===== config.mk =====
export PLATFORM = sky130hd
export DESIGN_NAME = http_response_framing_decider
export DESIGN_NICKNAME = d
export VERILOG_FILES = /design/src/rtl/hrfd_pkg.sv /design/src/rtl/http_response_framing_decider.sv /design/src/rtl/hrfd_value_parser.sv
export SDC_FILE = /design/constraint.sdc
export NUM_CORES = 1
export LEC_CHECK = 0
export ABC_AREA = 1
export ABC_CLOCK_PERIOD_IN_PS = 8900
export BUFFER_PORTS_ARGS = -buffer_cell sky130_fd_sc_hd__buf_2
export CORE_UTILIZATION = 60
export CTS_BUF_LIST = sky130_fd_sc_hd__clkbuf_4 sky130_fd_sc_hd__clkbuf_8 sky130_fd_sc_hd__clkbuf_16
export CTS_CLUSTER_DIAMETER = 30
export CTS_CLUSTER_SIZE = 12
export DETAILED_ROUTE_END_ITERATION = 7
export PLACE_DENSITY = 0.79
export SYNTH_ARGS = -nofsm -noshare
export SYNTH_HDL_FRONTEND = slang
export SYNTH_SLANG_ARGS = --single-unit

===== constraint.sdc =====
create_clock -name aclk -period 8.9 [get_ports aclk]
set_input_delay 0.89 -clock aclk [delete_from_list [all_inputs] [get_ports aclk]]
set_output_delay 0.89 -clock aclk [all_outputs]
set_load 0.02 [all_outputs]

===== src/rtl/hrfd_pkg.sv =====
// Shared types, codes and constants for the HTTP/1 response framing decider.
package hrfd_pkg;

    typedef enum logic [1:0] {
        OP_BEGIN  = 2'd0,
        OP_HEADER = 2'd1,
        OP_BYTE   = 2'd2,
        OP_DECIDE = 2'd3
    } op_t;

    typedef enum logic [2:0] {
        CAUSE_NONE        = 3'd0,
        CAUSE_BAD_STATUS  = 3'd1,
        CAUSE_BOTH        = 3'd2,
        CAUSE_REPEAT_LEN  = 3'd3,
        CAUSE_REPEAT_ENC  = 3'd4,
        CAUSE_BAD_ENC     = 3'd5,
        CAUSE_BAD_LEN     = 3'd6
    } cause_t;

    typedef enum logic [1:0] {
        KIND_NONE    = 2'd0,
        KIND_CHUNKED = 2'd1,
        KIND_LENGTH  = 2'd2,
        KIND_CLOSE   = 2'd3
    } kind_t;

    typedef enum logic [2:0] {
        TRIM_LEAD  = 3'b001,
        TRIM_IN    = 3'b010,
        TRIM_TRAIL = 3'b100
    } trim_t;

    localparam logic       HDR_LENGTH   = 1'b0;
    localparam logic       HDR_ENCODING = 1'b1;
    localparam logic [2:0] TOKEN_LEN    = 3'd7;
    localparam logic [7:0] CHAR_SPACE   = 8'h20;
    localparam logic [7:0] CHAR_TAB     = 8'h09;

    localparam logic [9:0] STATUS_MIN        = 10'd100;
    localparam logic [9:0] STATUS_INFO_MAX   = 10'd199;
    localparam logic [9:0] STATUS_NO_CONTENT = 10'd204;
    localparam logic [9:0] STATUS_NOT_MOD    = 10'd304;
    localparam logic [9:0] STATUS_MAX        = 10'd599;

    typedef struct packed {
        logic [1:0] operation;
        logic [9:0] status_code;
        logic       is_head;
        logic       header_select;
        logic [7:0] value_byte;
    } in_t;

    typedef struct packed {
        logic        result_code;
        logic [2:0]  error_cause;
        logic [1:0]  frame_kind;
        logic [63:0] body_length;
        logic        poolable;
    } out_t;

    // Commands from the top level to the value parser
    typedef struct packed {
        logic clear_len;
        logic clear_enc;
        logic take_byte;
        logic header;
    } hrfd_ctl_t;

    // Parse status seen by the decide logic
    typedef struct packed {
        logic [63:0] len_value;
        logic        len_seen;
        logic        len_invalid;
        logic [2:0]  enc_pos;
        logic        enc_mismatch;
    } hrfd_parse_t;

    function automatic logic [7:0] token_char(input logic [2:0] pos);
        logic [7:0] c;
        case (pos)
            3'd0:    c = 8'h63; // c
            3'd1:    c = 8'h68; // h
            3'd2:    c = 8'h75; // u
            3'd3:    c = 8'h6E; // n
            3'd4:    c = 8'h6B; // k
            3'd5:    c = 8'h65; // e
            3'd6:    c = 8'h64; // d
            default: c = 8'h00;
        endcase
        return c;
    endfunction

endpackage


===== src/rtl/http_response_framing_decider.sv =====
// Top level of the HTTP/1 response body framing decider.
// Takes one beat per clock: begin-response, begin-header and value-byte beats each
// update the header state in the cycle they are accepted, and a decide beat puts its
// result in the output register, shown in the cycle after acceptance. s_ready is low
// only while a result sits in that register and m_ready is low, so with a free sink
// the block sustains one beat per cycle. The per-byte Content-Length step (multiply
// by ten and add, with an overflow check) is the longest path.
module http_response_framing_decider
    import hrfd_pkg::*;
(
    input  logic aclk,
    input  logic aresetn,
    input  logic s_valid,
    output logic s_ready,
    input  in_t  s_data,
    output logic m_valid,
    input  logic m_ready,
    output out_t m_data
);

    logic [9:0]  status_reg, status_next;
    logic        head_reg, head_next;
    logic [1:0]  len_count_reg, len_count_next;
    logic [1:0]  enc_count_reg, enc_count_next;
    logic        cur_header_reg, cur_header_next;
    logic        m_valid_reg, m_valid_next;
    out_t        m_data_reg, m_data_next;

    logic        accept;
    op_t         op;
    hrfd_ctl_t   ctl;
    hrfd_parse_t parse;
    logic        has_len;
    logic        has_enc;
    logic        bodyless;
    cause_t      cause;
    out_t        decision;

    assign s_ready = !m_valid_reg || m_ready;
    assign accept  = s_valid && s_ready;
    assign op      = op_t'(s_data.operation);

    always_comb begin
        ctl.clear_len = accept && ((op == OP_BEGIN) ||
                        (op == OP_HEADER && s_data.header_select == HDR_LENGTH));
        ctl.clear_enc = accept && ((op == OP_BEGIN) ||
                        (op == OP_HEADER && s_data.header_select == HDR_ENCODING));
        ctl.take_byte = accept && (op == OP_BYTE);
        ctl.header    = cur_header_reg;
    end

    hrfd_value_parser u_parser (
        .aclk       (aclk),
        .aresetn    (aresetn),
        .ctl        (ctl),
        .value_byte (s_data.value_byte),
        .parse      (parse)
    );

    always_comb begin
        status_next     = status_reg;
        head_next       = head_reg;
        len_count_next  = len_count_reg;
        enc_count_next  = enc_count_reg;
        cur_header_next = cur_header_reg;
        if (accept) begin
            case (op)
                OP_BEGIN: begin
                    status_next     = s_data.status_code;
                    head_next       = s_data.is_head;
                    len_count_next  = 2'd0;
                    enc_count_next  = 2'd0;
                    cur_header_next = HDR_LENGTH;
                end
                OP_HEADER: begin
                    cur_header_next = s_data.header_select;
                    // count saturates at two
                    if (s_data.header_select == HDR_ENCODING) begin
                        if (enc_count_reg != 2'd2) begin
                            enc_count_next = enc_count_reg + 2'd1;
                        end
                    end else if (len_count_reg != 2'd2) begin
                        len_count_next = len_count_reg + 2'd1;
                    end
                end
                default: begin
                end
            endcase
        end
    end

    assign has_len  = len_count_reg != 2'd0;
    assign has_enc  = enc_count_reg != 2'd0;
    assign bodyless = (status_reg inside {[STATUS_MIN:STATUS_INFO_MAX]}) ||
                      status_reg == STATUS_NO_CONTENT || status_reg == STATUS_NOT_MOD;

    always_comb begin
        if (!(status_reg inside {[STATUS_MIN:STATUS_MAX]})) begin
            cause = CAUSE_BAD_STATUS;
        end else if (has_len && has_enc) begin
            cause = CAUSE_BOTH;
        end else if (len_count_reg == 2'd2) begin
            cause = CAUSE_REPEAT_LEN;
        end else if (enc_count_reg == 2'd2) begin
            cause = CAUSE_REPEAT_ENC;
        end else if (has_enc && (parse.enc_mismatch || parse.enc_pos != TOKEN_LEN)) begin
            cause = CAUSE_BAD_ENC;
        end else if (has_len && (parse.len_invalid || !parse.len_seen)) begin
            cause = CAUSE_BAD_LEN;
        end else begin
            cause = CAUSE_NONE;
        end
    end

    always_comb begin
        decision.result_code = (cause != CAUSE_NONE);
        decision.error_cause = cause;
        decision.frame_kind  = KIND_NONE;
        decision.body_length = 64'd0;
        decision.poolable    = 1'b1;
        if (cause == CAUSE_NONE) begin
            if (head_reg || bodyless) begin
                decision.frame_kind = KIND_NONE;
            end else if (has_enc) begin
                decision.frame_kind = KIND_CHUNKED;
            end else if (has_len) begin
                decision.frame_kind  = KIND_LENGTH;
                decision.body_length = parse.len_value;
            end else begin
                decision.frame_kind = KIND_CLOSE;
                decision.poolable   = 1'b0;
            end
        end
    end

    always_comb begin
        m_valid_next = m_valid_reg;
        m_data_next  = m_data_reg;
        if (accept && op == OP_DECIDE) begin
            m_valid_next = 1'b1;
            m_data_next  = decision;
        end else if (m_ready) begin
            // drop the beat once the sink takes it
            m_valid_next = 1'b0;
        end
    end

    always_ff @(posedge aclk) begin
        if (!aresetn) begin
            status_reg     <= 10'd0;
            head_reg       <= 1'b0;
            len_count_reg  <= 2'd0;
            enc_count_reg  <= 2'd0;
            cur_header_reg <= HDR_LENGTH;
            m_valid_reg    <= 1'b0;
        end else begin
            status_reg     <= status_next;
            head_reg       <= head_next;
            len_count_reg  <= len_count_next;
            enc_count_reg  <= enc_count_next;
            cur_header_reg <= cur_header_next;
            m_valid_reg    <= m_valid_next;
        end
    end

    always_ff @(posedge aclk) begin
        m_data_reg <= m_data_next;
    end

    assign m_valid = m_valid_reg;
    assign m_data  = m_data_reg;

endmodule


===== src/rtl/hrfd_value_parser.sv =====
// Header value parser: on-the-fly trimming, Content-Length decimal and chunked token match.
module hrfd_value_parser
    import hrfd_pkg::*;
(
    input  logic        aclk,
    input  logic        aresetn,
    input  hrfd_ctl_t   ctl,
    input  logic [7:0]  value_byte,
    output hrfd_parse_t parse
);

    trim_t       len_phase_reg, len_phase_next;
    trim_t       enc_phase_reg, enc_phase_next;
    logic [63:0] len_acc_reg, len_acc_next;
    logic        len_seen_reg, len_seen_next;
    logic        len_invalid_reg, len_invalid_next;
    logic [2:0]  enc_pos_reg, enc_pos_next;
    logic        enc_mismatch_reg, enc_mismatch_next;

    logic        is_ws;
    trim_t       phase;
    trim_t       phase_new;
    logic        take_char;
    logic        inner_ws;
    logic        is_digit;
    logic [67:0] acc_wide;
    logic [67:0] acc_prod;
    logic [7:0]  lower;
    logic [2:0]  pos_a;

    assign is_ws = (value_byte == CHAR_SPACE) || (value_byte == CHAR_TAB);
    assign phase = ctl.header ? enc_phase_reg : len_phase_reg;
    assign take_char = ctl.take_byte && !is_ws;
    // whitespace that turned out to be inside the value
    assign inner_ws = take_char && (phase == TRIM_TRAIL);

    always_comb begin
        phase_new = phase;
        if (is_ws) begin
            if (phase == TRIM_IN) begin
                phase_new = TRIM_TRAIL;
            end
        end else begin
            phase_new = TRIM_IN;
        end
    end

    // acc * 10 + digit, with four spare bits to catch overflow
    assign is_digit = value_byte inside {[8'h30:8'h39]};
    assign acc_wide = {4'b0000, len_acc_reg};
    assign acc_prod = (acc_wide << 3) + (acc_wide << 1) + {64'd0, value_byte[3:0]};

    assign lower = (value_byte inside {[8'h41:8'h5A]}) ? (value_byte | 8'h20) : value_byte;
    // the inner blank consumes one token position before the byte itself
    assign pos_a = (inner_ws && enc_pos_reg != TOKEN_LEN) ? enc_pos_reg + 3'd1 : enc_pos_reg;

    always_comb begin
        len_phase_next    = len_phase_reg;
        len_acc_next      = len_acc_reg;
        len_seen_next     = len_seen_reg;
        len_invalid_next  = len_invalid_reg;
        enc_phase_next    = enc_phase_reg;
        enc_pos_next      = enc_pos_reg;
        enc_mismatch_next = enc_mismatch_reg;

        if (ctl.clear_len) begin
            len_phase_next   = TRIM_LEAD;
            len_acc_next     = 64'd0;
            len_seen_next    = 1'b0;
            len_invalid_next = 1'b0;
        end else if (ctl.take_byte && ctl.header == HDR_LENGTH) begin
            len_phase_next = phase_new;
            if (take_char && !len_invalid_reg) begin
                if (inner_ws || !is_digit || acc_prod[67:64] != 4'd0) begin
                    len_invalid_next = 1'b1;
                end else begin
                    len_acc_next  = acc_prod[63:0];
                    len_seen_next = 1'b1;
                end
            end
        end

        if (ctl.clear_enc) begin
            enc_phase_next    = TRIM_LEAD;
            enc_pos_next      = 3'd0;
            enc_mismatch_next = 1'b0;
        end else if (ctl.take_byte && ctl.header == HDR_ENCODING) begin
            enc_phase_next = phase_new;
            if (take_char) begin
                if (pos_a == TOKEN_LEN) begin
                    enc_mismatch_next = 1'b1;
                end else begin
                    enc_pos_next = pos_a + 3'd1;
                    if (inner_ws || lower != token_char(pos_a)) begin
                        enc_mismatch_next = 1'b1;
                    end
                end
                if (inner_ws) begin
                    enc_mismatch_next = 1'b1;
                end
            end
        end
    end

    always_ff @(posedge aclk) begin
        if (!aresetn) begin
            len_phase_reg    <= TRIM_LEAD;
            len_seen_reg     <= 1'b0;
            len_invalid_reg  <= 1'b0;
            enc_phase_reg    <= TRIM_LEAD;
            enc_pos_reg      <= 3'd0;
            enc_mismatch_reg <= 1'b0;
        end else begin
            len_phase_reg    <= len_phase_next;
            len_seen_reg     <= len_seen_next;
            len_invalid_reg  <= len_invalid_next;
            enc_phase_reg    <= enc_phase_next;
            enc_pos_reg      <= enc_pos_next;
            enc_mismatch_reg <= enc_mismatch_next;
        end
    end

    always_ff @(posedge aclk) begin
        len_acc_reg <= len_acc_next;
    end

    assign parse.len_value    = len_acc_reg;
    assign parse.len_seen     = len_seen_reg;
    assign parse.len_invalid  = len_invalid_reg;
    assign parse.enc_pos      = enc_pos_reg;
    assign parse.enc_mismatch = enc_mismatch_reg;

endmodule

After elaboration in Yosys (flattened, before gate mapping)
Index checks and enable logic that the tools add are counted.
{"block": "totals", "register_bits": 164, "inputBits": 26, "out_inout_bits": 73, "word_cells": 156}
{"block": "classes", "add_sub_neg": 6, "order_cmp": 7, "eq_ne": 26, "mux": 31, "bitwise_logic": 7, "n_reduce_logical": 60}
{"op": "$add A67 B65 Y68", "count": 1}
{"op": "$add A68 B4 Y68", "count": 1}
{"op": "$pmux W7 S7", "count": 1}
{"op": "$mux W8", "count": 4}
{"op": "$mux W3", "count": 10}
{"op": "$logic_and A1 B1 Y1", "count": 20}
{"op": "$eq A3 B3 Y1 const B", "count": 5}
{"op": "$logic_or A1 B1 Y1", "count": 12}
{"op": "$reduce_and A3 Y1", "count": 4}
{"op": "$eq A10 B8 Y1 const B", "count": 1}
{"op": "$eq A10 B9 Y1 const B", "count": 1}
{"op": "$ge A10 B7 Y1 const B", "count": 1}
{"op": "$le A10 B10 Y1 const B", "count": 1}
{"op": "$le A10 B8 Y1 const B", "count": 1}
{"op": "$eq A3 B2 Y1 const B", "count": 3}
{"op": "$eq A2 B2 Y1 const B", "count": 4}
{"op": "$eq A8 B4 Y1 const B", "count": 1}
{"op": "$eq A8 B6 Y1 const B", "count": 1}
{"op": "$ge A8 B6 Y1 const B", "count": 1}
{"op": "$ge A8 B7 Y1 const B", "count": 1}
{"op": "$le A8 B6 Y1 const B", "count": 1}
{"op": "$le A8 B7 Y1 const B", "count": 1}
{"op": "$mux W1", "count": 8}
{"op": "$mux W2", "count": 4}
{"op": "other kinds (23)", "count": 49}

Logic depth before layout (Yosys ltp)
{"block": "depth", "word_depth": 19, "mapped_depth": 24, "mapped_depth_nobuf": 22}

Hierarchy
Synthesis repeated with hierarchy kept, for this count alone.
{"block": "hier_totals", "hier_cells": 2156, "hier_area_um2": 14342.5}
{"module": "hrfd_value_parser", "n_inst": 1, "cells_per_inst": 1796, "area_per_inst_um2": 10627.7, "seq_area_each_um2": 1521.5}
{"module": "http_response_framing_decider", "n_inst": 1, "cells_per_inst": 360, "area_per_inst_um2": 3714.8, "seq_area_each_um2": 2472.4}

Least setup slack after synthesis
No wires, ideal clock.
{"block": "synth_path", "path_kind": "in2reg", "from": "input port m_ready", "to": "register m_data_reg, in the netlist m_data[0], enable pin", "setup_ns": 0.587, "arrival_ns": 6.067, "t_required_ns": 8.313, "slack_ns": 2.245, "path_stages": 4, "n_path_buf": 0, "path_cell_list": "inv_1 nand2_1 nand2_1 nor3_1"}
{"block": "synth_between", "elab_chain_len": 3}
{"element": "from (decl)", "line_no": "http_response_framing_decider.sv:17", "source": "input logic m_ready,"}
{"element": "$logic_or A1 B1 Y1", "line_no": "http_response_framing_decider.sv:39", "source": "assign s_ready = !m_valid_reg || m_ready;"}
{"element": "net s_ready", "line_no": "http_response_framing_decider.sv:14", "source": "output logic s_ready,"}
{"element": "$logic_and A1 B1 Y1", "line_no": "http_response_framing_decider.sv:40", "source": "assign accept = s_valid && s_ready;"}
{"element": "$logic_and A1 B1 Y1", "line_no": "http_response_framing_decider.sv:139", "source": "if (accept && op == OP_DECIDE) begin"}
{"element": "to (signal assigned)", "line_no": "http_response_framing_decider.sv:167", "source": "m_data_reg <= m_data_next;"}
{"element": "to (decl)", "line_no": "http_response_framing_decider.sv:27", "source": "out_t m_data_reg, m_data_next;"}
The timed path passes the listed nets, and every way through them passes these cells.
A chain may end at the register's enable or synchronous reset.

Worst setup path after layout
{"block": "layout_path", "from": "input port s_data[3] (netlist bit)", "to": "register u_parser.len_acc_reg[7]"}
{"block": "layout_between", "elab_chain_len": 9, "elab_cells_between_ends": 17, "cone_classes": "add/sub: 1; order compare: 2; eq/ne: 2; bitwise: 1; reduce/logical: 11"}
{"element": "from (decl)", "line_no": "http_response_framing_decider.sv:15", "source": "input in_t s_data,"}
{"element": "branches (longest 9 deep; another with $add A68 B4 Y68)"}
{"element": "to (signal assigned)", "line_no": "hrfd_value_parser.sv:124", "source": "len_acc_reg <= len_acc_next;"}
{"element": "to (decl)", "line_no": "hrfd_value_parser.sv:14", "source": "logic [63:0] len_acc_reg, len_acc_next;"}
Parallel ways; which one is timed is not known.

==> summary by stage <==
Outcome
The flow ran to the end, and the final reports show no timing, DRC or antenna violations.

Detailed routing
The detailed-route DRC error count is 0. After detailed routing, the number of vias per cell comes to 5.40. After the first detailed-routing iteration, the DRC count stood at 904.

The detailed-routing iteration count for the pre-antenna-repair pass is 5. In the final routed layout, each cell accounts on average for 15.4 um. For this block, the routed nets add up to 37,700 um of wire. The count of vias placed by the detailed router is 13,300. In this run the remaining antenna-violating nets after routing total 0.

Power
The overall power is 1.74 mW. The total internal power is 1.23 mW. For this design the static power due to leakage is 7.63 nW. Across the VDD grid, the largest voltage drop is 0.141 mV. The switching power is 506 uW. Combinational logic is responsible for 9.1% of the overall power.

The clock network is responsible for 44.3% of the overall power. The switching part of the total power is 29.1%. The total power divided by cell area is 118 nW/um^2. The power share of the sequential group is 46.6%.

Clocking
The number of buffers inserted by hold repair at cts is 0. The number of instances resized during post-cts repair is 0. The clock reaches the later pin of the worst-skew pair after 0.45 ns.

Buffers added to address setup during post-CTS repair amount to 0. The root buffer cell chosen for the clock tree is clkbuf_16. The clock net in this run drives a total of 164 sinks.

The clock transition at the registers of the reported paths is 0.08 ns. The clock buffer count from CTS is 17. TritonCTS built the clock tree. The number of buffers on the longest clock path is 2.

The clock tree synthesis step divided the H-tree into 4 levels.

Layout
Fill cells in the final layout number 2,009. The area overhead of the layout relative to synthesis is 9.70%. Measured on the finished design, the core utilization comes to 67.4%. The multi-input logic area is 7840 um^2. The number of flip-flops under the largest register name is 71.

0 antenna diodes ended up in the layout. The fraction of final layout cells with drive strength greater than 1 is 8.47%. The post-layout net count is 2,327.

The finished cells cover 14,800 um^2. Leaving out filler cells and counting taps, the final layout contains 2,453. Summing all flip-flop and latch instances after layout gives 3990 um^2.

Yosys
After synthesis the cells add up to 13,500 um^2. The synthesized netlist cell count is 2,078. The share of the Yosys chip area taken by registers is 29.7%.

The mean cell area of the mapped netlist is 6.48 um^2. The Yosys step of the flow raised 0 warnings. The count of state elements after synthesis is 164. After synthesis, the netlist uses 39 different library cells. The number of nets handed over by synthesis was 2,245.

Worst setup path
On the critical path, the stage with the largest delay is an instance of buf_4. Traced cell by cell, the critical path runs through buf_2, inv_1, fa_1, fa_1, inv_1, nand3_1, nand2_1, nand2_1, nand2_1, nand2_1, nand2_1, nand2_1, nand2_2, nand2_1, nand3_1, nand2_1, nor2_4, buf_4, nand4_1, nand2_1, nor2_1. The most critical setup path has its startpoint at s_data[3]. The critical path in this run is classified as input port to register. In this run the critical register-to-register path is launched from u_parser.len_acc_reg[0].

STA classifies the critical path startpoint as an input port. The cell occurring most often along the worst timing path is nand2_1. The longest individual stage delay on the worst path is 0.62 ns. The data arrival time at the worst-slack endpoint is 4.50 ns. Along the worst path, the maximum fanout reaches 65. At the worst endpoint, the required time is 9.24 ns. The category of the worst setup path capture point is a register.

Placed design
In this run, placement finished with an instance count of 2,421. The pre-CTS worst setup slack is 4.37 ns. The wire-length estimate of the detail-placed layout is 29,200 um. The post-place instance area is 14,200 um^2. The count of input and output buffers is 98. The last weighted congestion value of the routability-driven placer is 0.987.

STA
The clock tree skew after final layout is 0.0154 ns. For the pin with the worst max-slew slack, the measured transition is 0.819 ns. Setup repair after global routing left no endpoint under its margin. The worst path meets setup with 4.74 ns of slack. The count of final max-slew check failures is 0.

The minimum period implied by the final worst setup slack is 4.16 ns. The summed negative setup slack over all endpoints is 0 ns. The worst-case headroom to the max-slew limit is 45.4%. Setup violations remaining at the end of the flow were counted as 0. The maximum clock rate is 0.240 GHz. Hold timing on the final database bottoms out at a slack of 0.465 ns.

The final worst-path cycle share is 46.7%. The final hold violation count came to 0.

Global route
Summed over all layers, the global routing overflow is 0. Entering global routing, the biggest net connects 66 pins. The number of global-route vias before repair came to 12,400. The wire length of the first global-routing pass is 61,300 um. The global-route total usage across every layer is 34.1%.

The initial antenna violation count is 0.

Floorplanning
The height of the die is 152 um. The core region is 21,900 um^2. The horizontal die dimension is 152 um. The die covers 23,000 um^2. The floorplan has 54 rows. The initial utilization of the core area, before any placement, comes to 61.5%.

The number of primary I/O pins is 99.

Worst hold path
The startpoint of the worst hold path is u_parser.len_seen_reg. The path type of the worst min-delay path is register to register.

Run
The number of max-cap violations is 0.
synth_stat cells:
cell type  instances  area share, %
nand2_1          606             17
inv_1            353            9.8
nor2_1           286            8.0
ha_1             139             13
a21oi_1          116            4.3
dfxtp_1           93             14
nand4_1           88            4.1
edfxtp_1          71             16
nand3_1           66            2.5
o21ai_0           59            2.2
xnor2_1           34            2.2
inv_2             26           0.73
nor3_1            17           0.63
clkbuf_1          16           0.45
buf_2             13           0.48
nand3b_1          11           0.61
o21bai_1          11           0.61
nor4_1             9           0.42
buf_1              7           0.20
nor2_2             7           0.33
buf_6              6           0.50
nand2_2            6           0.28
a211oi_1           5           0.28
and2_1             5           0.23
o21ai_1            4           0.15
o21a_1             3           0.17
o31ai_1            3           0.17
xor2_1             3           0.20
a31oi_1            2          0.093
fa_1               2           0.30
nor3_2             2           0.15
o211ai_1           2           0.11
a21oi_2            1          0.065
and3_1             1          0.047
buf_4              1          0.056
nand2b_1           1          0.047
o22ai_1            1          0.047
or2_0              1          0.047
or2_2              1          0.047
placed cells by master, fill, tap and decap left out, types with 59 or more instances in the layout:
| cell | count |
|---|---|
| ha_1 | 139 |
| edfxtp_1 | 71 |
| o21ai_0 | 59 |
| dfxtp_1 | 93 |
| buf_2 | 98 |
| nand2_1 | 606 |
| nand3_1 | 65 |
| nor2_1 | 286 |
| nand4_1 | 88 |
| inv_1 | 353 |
| a21oi_1 | 116 |
path summary, 6_finish.rpt:
check	cells past startpoint	slack (ns)	endpoint
setup / recovery	21	4.74	u_parser.len_acc_reg[7]
hold / removal	2	0.46	u_parser.len_seen_reg
setup reg to reg	20	4.97	u_parser.len_acc_reg[7]
hold reg to reg	2	0.46	u_parser.len_seen_reg
power groups by stage:
stage / Combinational, mW / Sequential [mW] / Clock (mW)
after floorplan: 0.102 / 0.836 / 0
after global placement: 0.152 / 0.827 / 0
after detailed placement: 0.157 / 0.827 / 0
after CTS: 0.158 / 0.810 / 0.774
after global routing: 0.180 / 0.812 / 0.803
final: 0.158 / 0.810 / 0.770
cell families (layout without fill, tap and decap cells):
group / after synthesis / count (layout) / synth area share (%)
AO/OA/AOI/OAI: 207 / 207 / 8.20
XOR/XNOR: 37 / 37 / 2.41
adder cells (fa/ha/maj): 141 / 141 / 13.2
buffers and inverters: 422 / 517 / 12.3
flip-flops: 164 / 164 / 29.7
AND/OR/NAND/NOR: 1107 / 1107 / 34.3
cell type report:
cell class                 count  share of cell area, %
clock buffer                  17                   2.88
multi-input combinational   1492                   53.1
sequential                   164                   27.0
inverter                     379                   9.63
clock inverter                15                   1.21
tap                          280                   2.37
timing repair buffer         106                   3.73
critical path, delay by kind of cell:
kind,cells,cell delay (ns)
and+or+nand+nor,15,1.64
adders and majority gates,2,0.99
buffers and inverters,4,0.91
per-layer routing:
layer,global-route usage (%),share of wire (%),vias to the layer above
li1,-,-,6769
met5,0,0,-
met4,8.56,1.5,0
met2,59.4,48,387
met1,44.5,45,6056
met3,3.77,5.5,45
(Power assumes the default switching activity.)
